--- src/sv/fawsp_pkg.sv ---
// Shared types, codes and constants of the flow-affine weighted splitter.
// Used by the front end, back end and top level; depends on nothing.
package fawsp_pkg;

  // Generator constants.
  localparam logic [30:0] LCG_MUL = 31'd1103515245;
  localparam logic [13:0] LCG_ADD = 14'd12345;

  // Outcome codes.
  localparam logic [1:0] OUT_FORWARD = 2'd0;
  localparam logic [1:0] OUT_DISCARD = 2'd1;
  localparam logic [1:0] OUT_DROP    = 2'd2;

  // Rewrite codes.
  localparam logic [1:0] RW_NONE = 2'd0;
  localparam logic [1:0] RW_DST  = 2'd2;
  localparam logic [1:0] RW_BAD  = 2'd3;

  // Configuration register indexes.
  localparam logic [2:0] CFG_SPLIT_MODE   = 3'd0;
  localparam logic [2:0] CFG_REWRITE_MODE = 3'd1;
  localparam logic [2:0] CFG_RECV_COUNT   = 3'd2;
  localparam logic [2:0] CFG_WEIGHT_0     = 3'd3;
  localparam logic [2:0] CFG_WEIGHT_1     = 3'd4;
  localparam logic [2:0] CFG_WEIGHT_2     = 3'd5;
  localparam logic [2:0] CFG_WEIGHT_3     = 3'd6;
  localparam logic [2:0] CFG_RANDOM_SEED  = 3'd7;

  typedef struct packed {
    logic             split_mode;
    logic [1:0]       rewrite_mode;
    logic [2:0]       receiver_count;
    logic [3:0][15:0] weight;
    logic             seed_load;
    logic [31:0]      seed;
  } cfg_t;

  // One queued word: address flag and the masked flow key.
  typedef struct packed {
    logic        has_address;
    logic        kind;
    logic [63:0] key_high;
    logic [63:0] key_low;
  } item_t;

  // One flow table entry.
  typedef struct packed {
    logic        kind;
    logic [63:0] key_high;
    logic [63:0] key_low;
    logic [1:0]  receiver;
    logic [31:0] client;
  } flow_ent_t;

  typedef struct packed {
    logic [1:0]  outcome;
    logic [1:0]  target;
    logic [31:0] client;
    logic        first_seen;
    logic [1:0]  rewrite;
    logic [31:0] discard;
  } res_t;

  typedef enum logic [2:0] {
    BK_IDLE, BK_SCAN, BK_LCG_LO, BK_LCG_HI, BK_DIVIDE, BK_WALK, BK_COMMIT, BK_RESULT
  } bk_state_t;

  // A zero weight counts as one.
  function automatic logic [15:0] eff_weight(input logic [15:0] w);
    eff_weight = (w == 16'd0) ? 16'd1 : w;
  endfunction

  // Ring successor among n active positions.
  function automatic logic [1:0] next_pos(input logic [1:0] p, input logic [2:0] n);
    next_pos = ((3'(p) + 3'd1) >= n) ? 2'd0 : p + 2'd1;
  endfunction

endpackage

--- src/sv/fawsp_front.sv ---
// Front end: accepts input words, forms the flow key and holds them in a
// two-entry queue for the back end. Depends on fawsp_pkg.
module fawsp_front (
  input  logic                 clk,
  input  logic                 rst_n,
  input  logic                 in_tvalid,
  output logic                 in_tready,
  input  logic [127:0]         in_tdata,
  input  logic [1:0]           in_tuser,
  output logic                 q_valid,
  output fawsp_pkg::item_t     q_item,
  input  logic                 q_pop
);

  fawsp_pkg::item_t slot_r [2];
  fawsp_pkg::item_t item;
  logic       wr_ptr_r, wr_ptr_nxt;
  logic       rd_ptr_r, rd_ptr_nxt;
  logic [1:0] cnt_r, cnt_nxt;
  logic       push;

  // Classify: an IPv4 key keeps only the low 32 address bits.
  always_comb begin
    item.has_address = in_tuser[0];
    item.kind        = in_tuser[1];
    item.key_high    = in_tuser[1] ? in_tdata[63:0] : 64'd0;
    item.key_low     = in_tuser[1] ? in_tdata[127:64] : {32'd0, in_tdata[95:64]};
  end

  assign in_tready = (cnt_r != 2'd2);
  assign push      = in_tvalid && in_tready;
  assign q_valid   = (cnt_r != 2'd0);
  assign q_item    = slot_r[rd_ptr_r];

  // Queue pointers and fill level.
  always_comb begin
    wr_ptr_nxt = push ? ~wr_ptr_r : wr_ptr_r;
    rd_ptr_nxt = q_pop ? ~rd_ptr_r : rd_ptr_r;
    cnt_nxt    = cnt_r + {1'b0, push} - {1'b0, q_pop};
  end

  always_ff @(posedge clk) begin
    if (!rst_n) begin
      wr_ptr_r <= 1'b0;
      rd_ptr_r <= 1'b0;
      cnt_r    <= 2'd0;
    end else begin
      wr_ptr_r <= wr_ptr_nxt;
      rd_ptr_r <= rd_ptr_nxt;
      cnt_r    <= cnt_nxt;
    end
    if (push) begin
      slot_r[wr_ptr_r] <= item;
    end
  end

endmodule

--- config.mk ---
export PLATFORM = sky130hd
export DESIGN_NAME = fawsp_front
export DESIGN_NICKNAME = d
export VERILOG_FILES = /design/src/sv/fawsp_pkg.sv /design/src/sv/fawsp_front.sv
export SDC_FILE = /design/constraint.sdc
export NUM_CORES = 1
export LEC_CHECK = 0
export BUFFER_PORTS_ARGS = -buffer_cell sky130_fd_sc_hd__buf_2
export CAP_MARGIN = 5
export CORE_MARGIN = 4
export CORE_UTILIZATION = 30
export DETAILED_ROUTE_END_ITERATION = 10
export PLACE_DENSITY = 0.59
export SLEW_MARGIN = 10
export SYNTH_ARGS = -nofsm -noshare
export SYNTH_HDL_FRONTEND = slang
export SYNTH_SLANG_ARGS = --single-unit
--- constraint.sdc ---
create_clock -name clk -period 6.46 [get_ports clk]
set_input_delay 1.292 -clock clk [delete_from_list [all_inputs] [get_ports clk]]
set_output_delay 1.292 -clock clk [all_outputs]
set_load 0.05 [all_outputs]
==> flow_summary.html <==
<table>
<tr><th>Metric</th><th>Value</th></tr>
<tr><th colspan="2">Power and ir drop</th></tr>
<tr><td>Power share of the combinational group</td><td>19.8%</td></tr>
<tr><td>Clock share of power</td><td>32.9%</td></tr>
<tr><td>Pleak</td><td>0.00485 uW</td></tr>
<tr><td>Net switching fraction of the power</td><td>between 20% and 30%</td></tr>
<tr><td>Total internal power</td><td>3160 uW</td></tr>
<tr><td>Sequential Power Share</td><td>between 40% and 50%</td></tr>
<tr><td>Power density over cell area</td><td>around 350 mW/mm^2</td></tr>
<tr><td>Max rail drop VDD</td><td>0.224 mV</td></tr>
<tr><td>Total net switching power</td><td>1310 uW</td></tr>
<tr><th colspan="2">Clock tree</th></tr>
<tr><td>CTS tree</td><td>done</td></tr>
<tr><td>Maximum count of clock buffers along a single path</td><td>3</td></tr>
<tr><td>Number of buffers inserted by post-CTS setup repair</td><td>0</td></tr>
<tr><td>H-Tree Level Count</td><td>1</td></tr>
<tr><td>Root buffer selected by CTS</td><td>clkbuf_16</td></tr>
<tr><td># hold bufs at CTS</td><td>0</td></tr>
<tr><td>Latest clock arrival within the worst-skew pair</td><td>0.53 ns</td></tr>
<tr><td>Reg clk slew, reported paths</td><td>0.06 ns</td></tr>
<tr><td>Total number of clock tree sinks</td><td>265</td></tr>
<tr><td>Post-cts resize count</td><td>0</td></tr>
<tr><td>TritonCTS buffer count</td><td>28</td></tr>
<tr><th colspan="2">STA</th></tr>
<tr><td>Final max-slew violation count</td><td>0</td></tr>
<tr><td>Headroom to the max-slew limit</td><td>40.5%</td></tr>
<tr><td>Final number of setup-violating endpoints</td><td>0</td></tr>
<tr><td>Final min period</td><td>just under 4 ns</td></tr>
<tr><td>Share of the clock period used by the worst path</td><td>60.8%</td></tr>
<tr><td>Slew @ Worst Pin</td><td>0.892 ns</td></tr>
<tr><td>Final hold violations</td><td>0</td></tr>
<tr><td>Final clock skew</td><td>0.00823 ns</td></tr>
<tr><td>Fmax</td><td>around 250 MHz</td></tr>
<tr><td>Setup_tns</td><td>0 ns</td></tr>
<tr><td>Setup repair after global routing missed its margin</td><td>no</td></tr>
<tr><th colspan="2">Synth</th></tr>
<tr><td>Post-synth design cell area</td><td>0.0103 mm^2</td></tr>
<tr><td>Gate count of the mapped netlist</td><td>538</td></tr>
<tr><td>Commonest cells in the synthesized netlist</td><td>edfxtp_1 (260), mux2_2 (130), and2_1 (99)</td></tr>
<tr><td>Number of flops mapped to enable cells by yosys</td><td>260</td></tr>
<tr><td>Primary FF master, synth</td><td>edfxtp_1</td></tr>
<tr><td>Total of warnings raised by yosys</td><td>0</td></tr>
<tr><td>Number of storage elements in the synthesis netlist</td><td>265</td></tr>
<tr><td>Synthesized Nets</td><td>673</td></tr>
<tr><td>Synthesized area per cell</td><td>19.1 um^2</td></tr>
<tr><td>Cell taking the most area after synthesis</td><td>edfxtp_1</td></tr>
<tr><td>Most area-consuming cells after synthesis</td><td>edfxtp_1 (76%), mux2_2 (14%), and2_1 (6.0%), dfxtp_1 (0.97%), buf_4 (0.80%)</td></tr>
<tr><td>Count of different cell masters after synthesis</td><td>24</td></tr>
<tr><td>Fraction of synthesized cell area taken by the top area cell type</td><td>between 70% and 80%</td></tr>
<tr><td>Part of the Yosys area used for sequential elements</td><td>76.9%</td></tr>
<tr><td>Most frequently used cell type in the post-synthesis netlist</td><td>edfxtp_1</td></tr>
<tr><td>FFs w/ async S/R, synth</td><td>0%</td></tr>
<tr><th colspan="2">Global routing</th></tr>
<tr><td>Initial antenna violation count</td><td>2</td></tr>
<tr><td>Met1 usage</td><td>13.2%</td></tr>
<tr><td>Met3 layer usage reported by global route</td><td>3.82%</td></tr>
<tr><td>Wire length of the first global-routing pass</td><td>32.2 mm</td></tr>
<tr><td>Maximum number of pins on one net before global-route repair</td><td>89</td></tr>
<tr><td>GRT overflow</td><td>0</td></tr>
<tr><td>Met2 Use GR</td><td>18.5%</td></tr>
<tr><td>GR peak layer</td><td>met2</td></tr>
<tr><td>Number of global-route vias before repair</td><td>5,843</td></tr>
<tr><td>Aggregate global-route resource usage</td><td>10.9%</td></tr>
<tr><th colspan="2">Placed design</th></tr>
<tr><td>Half-perimeter wire length after detailed placement</td><td>13.8 mm</td></tr>
<tr><td># port buffers</td><td>265</td></tr>
<tr><td>Cell area after placement</td><td>0.0121 mm^2</td></tr>
<tr><td>Global placement routability congestion</td><td>0.686</td></tr>
<tr><th colspan="2">Route</th></tr>
<tr><td>Detailed-route via count</td><td>5,460</td></tr>
<tr><td>Wire length per cell</td><td>16.7 um</td></tr>
<tr><td>DRC violation total after the first TritonRoute iteration</td><td>199</td></tr>
<tr><td>Final WL</td><td>21.5 mm</td></tr>
<tr><td>Remaining routing DRC violations</td><td>0</td></tr>
<tr><td>Iteration count of the initial detailed-routing pass</td><td>4</td></tr>
<tr><td>Number of vias per cell</td><td>4.25</td></tr>
<tr><td>Antenna Violating Nets Remaining</td><td>0</td></tr>
<tr><th colspan="2">Die</th></tr>
<tr><td>Initial Utilization</td><td>between 30 and 40%</td></tr>
<tr><td>Vert. Die Dim</td><td>193 um</td></tr>
<tr><td>Die footprint</td><td>roughly 0.037 mm^2</td></tr>
<tr><td>Count of standard-cell rows</td><td>67</td></tr>
<tr><td>Die span in x</td><td>193 um</td></tr>
<tr><td>Area of the placeable core</td><td>roughly 0.034 mm^2</td></tr>
<tr><td>Number of I/O pins</td><td>around 270</td></tr>
<tr><th colspan="2">Worst setup path</th></tr>
<tr><td>Peak fanout along the critical path</td><td>56</td></tr>
<tr><td>Type of origin of the critical path</td><td>flop</td></tr>
<tr><td>Kind of critical path</td><td>flop to output port</td></tr>
<tr><td>Crit path arrival time</td><td>2.64 ns</td></tr>
<tr><td>Nature of the critical path endpoint</td><td>output port</td></tr>
<tr><td>Reg-to-reg slack, setup</td><td>3.99 ns</td></tr>
<tr><td>Critical Path RT</td><td>around 5.2 ns</td></tr>
<tr><th colspan="2">Flow run</th></tr>
<tr><td>Count of max-cap constraint violations</td><td>0</td></tr>
<tr><th colspan="2">Layout</th></tr>
<tr><td>Share of post-route cells with drive strength above 1</td><td>52.9%</td></tr>
<tr><td>Total area of multi-input combinational cells</td><td>0.00223 mm^2</td></tr>
<tr><td>Post-layout net count</td><td>950</td></tr>
<tr><td>Area Growth Syn to Fin</td><td>25.8%</td></tr>
<tr><td>Post-route design area</td><td>0.0129 mm^2</td></tr>
<tr><td>Utilization after layout</td><td>38.4%</td></tr>
<tr><td>Sequential cell area</td><td>0.00791 mm^2</td></tr>
<tr><td># fillers</td><td>3,194</td></tr>
<tr><th colspan="2">Status</th></tr>
<tr><td>Status</td><td>finished clean</td></tr>
<tr><th colspan="2">Min path</th></tr>
<tr><td>Path type of the worst min-delay path</td><td>flop to flop</td></tr>
</table>
-- sequential cells by signal, summed over array words and instances, names as in the netlist, named ones only --
name	cells
slot_r	260
cnt_r	2
rd_ptr_r	1
wr_ptr_r	1
-- area by class of cell --
type	instances	area share, %
Sequential cell	265	61.2
Multi-Input combinational cell	247	17.2
Timing Repair Buffer	271	10.6
Clock buffer	36	5.81
Tap cell	448	4.33
Clock inverter	14	0.706
Inverter	2	0.0967
Antenna cell	3	0.0580
-- layer usage --
| metal | vias up | share of wire [%] |
|---|---|---|
| met5 | - | 0.093 |
| met4 | 2 | 3.1 |
| met3 | 41 | 8.5 |
| met2 | 180 | 48 |
| met1 | 2639 | 40 |
| li1 | 2598 | - |
-- cell usage in the layout, fill, tap and decap left out, drive strengths merged --
cell type | netlist | layout
nand3b | 2 | 2
clkinvlp | 0 | 1
nand2 | 2 | 2
nand2b | 1 | 1
a211o | 1 | 1
edfxtp | 260 | 260
dfxtp | 5 | 5
and2 | 99 | 99
and3 | 1 | 1
nand3 | 1 | 1
ha | 1 | 1
xnor2 | 1 | 1
clkbuf | 6 | 36
a211oi | 1 | 1
nor4b | 1 | 1
a21bo | 1 | 1
or2 | 1 | 1
clkinv | 0 | 12
bufinv | 0 | 1
diode | 0 | 3
mux2i | 1 | 1
xor2 | 1 | 1
mux2 | 130 | 130
a21boi | 2 | 2
buf | 18 | 271
inv | 2 | 2
-- critical path: stages, from the launching register on --
cell and delay, ns:
dfxtp_4 0.84, buf_4 0.59, mux2_2 0.41, buf_2 0.21
-- worst paths after layout --
| path | start | depth (start not counted) | to |
|---|---|---|---|
| worst max-delay path | flop | 3 | q_item[94] |
| worst min-delay path | rd_ptr_r$_SDFFE_PN0P_ | 2 | flop |
| worst min register to register | rd_ptr_r$_SDFFE_PN0P_ | 2 | flop |
| worst max register to register | cnt_r[0]$_SDFF_PN0_ | 4 | slot_r[0][50]$_DFFE_PP_ |
-- metrics by stage --
step	hold WS [ns]	instances	setup slack [ns]	power, uW
2_1_floorplan	0.529	538	1.62	2840
3_3_place_gp	0.557	1233	2.95	3050
3_5_place_dp	0.562	1233	2.96	3060
4_1_cts	0.583	1283	2.36	4550
5_1_grt	0.607	1284	2.34	4680
6_report	0.574	1286	2.53	4480
-- logic make-up after synthesis --
kind of cell / share of synthesized area (%)
DFF: 76.9
muxes: 14.3
AOI/OAI and AO/OA: 0.438
adders and majority gates: 0.122
buffers and inverters: 1.44
and+or+nand+nor: 6.56
xor gates and xnor gates: 0.170
-- power by group through the flow --
stage               Combinational (uW)  Sequential (uW)  Clock [uW]
floorplan                          697             2140           0
global placement                   898             2150           0
detailed placement                 901             2150           0
CTS                                904             2120        1530
global route                       942             2130        1600
finish                             887             2120        1470
No activity file was read; power rests on OpenSTA's default activity.
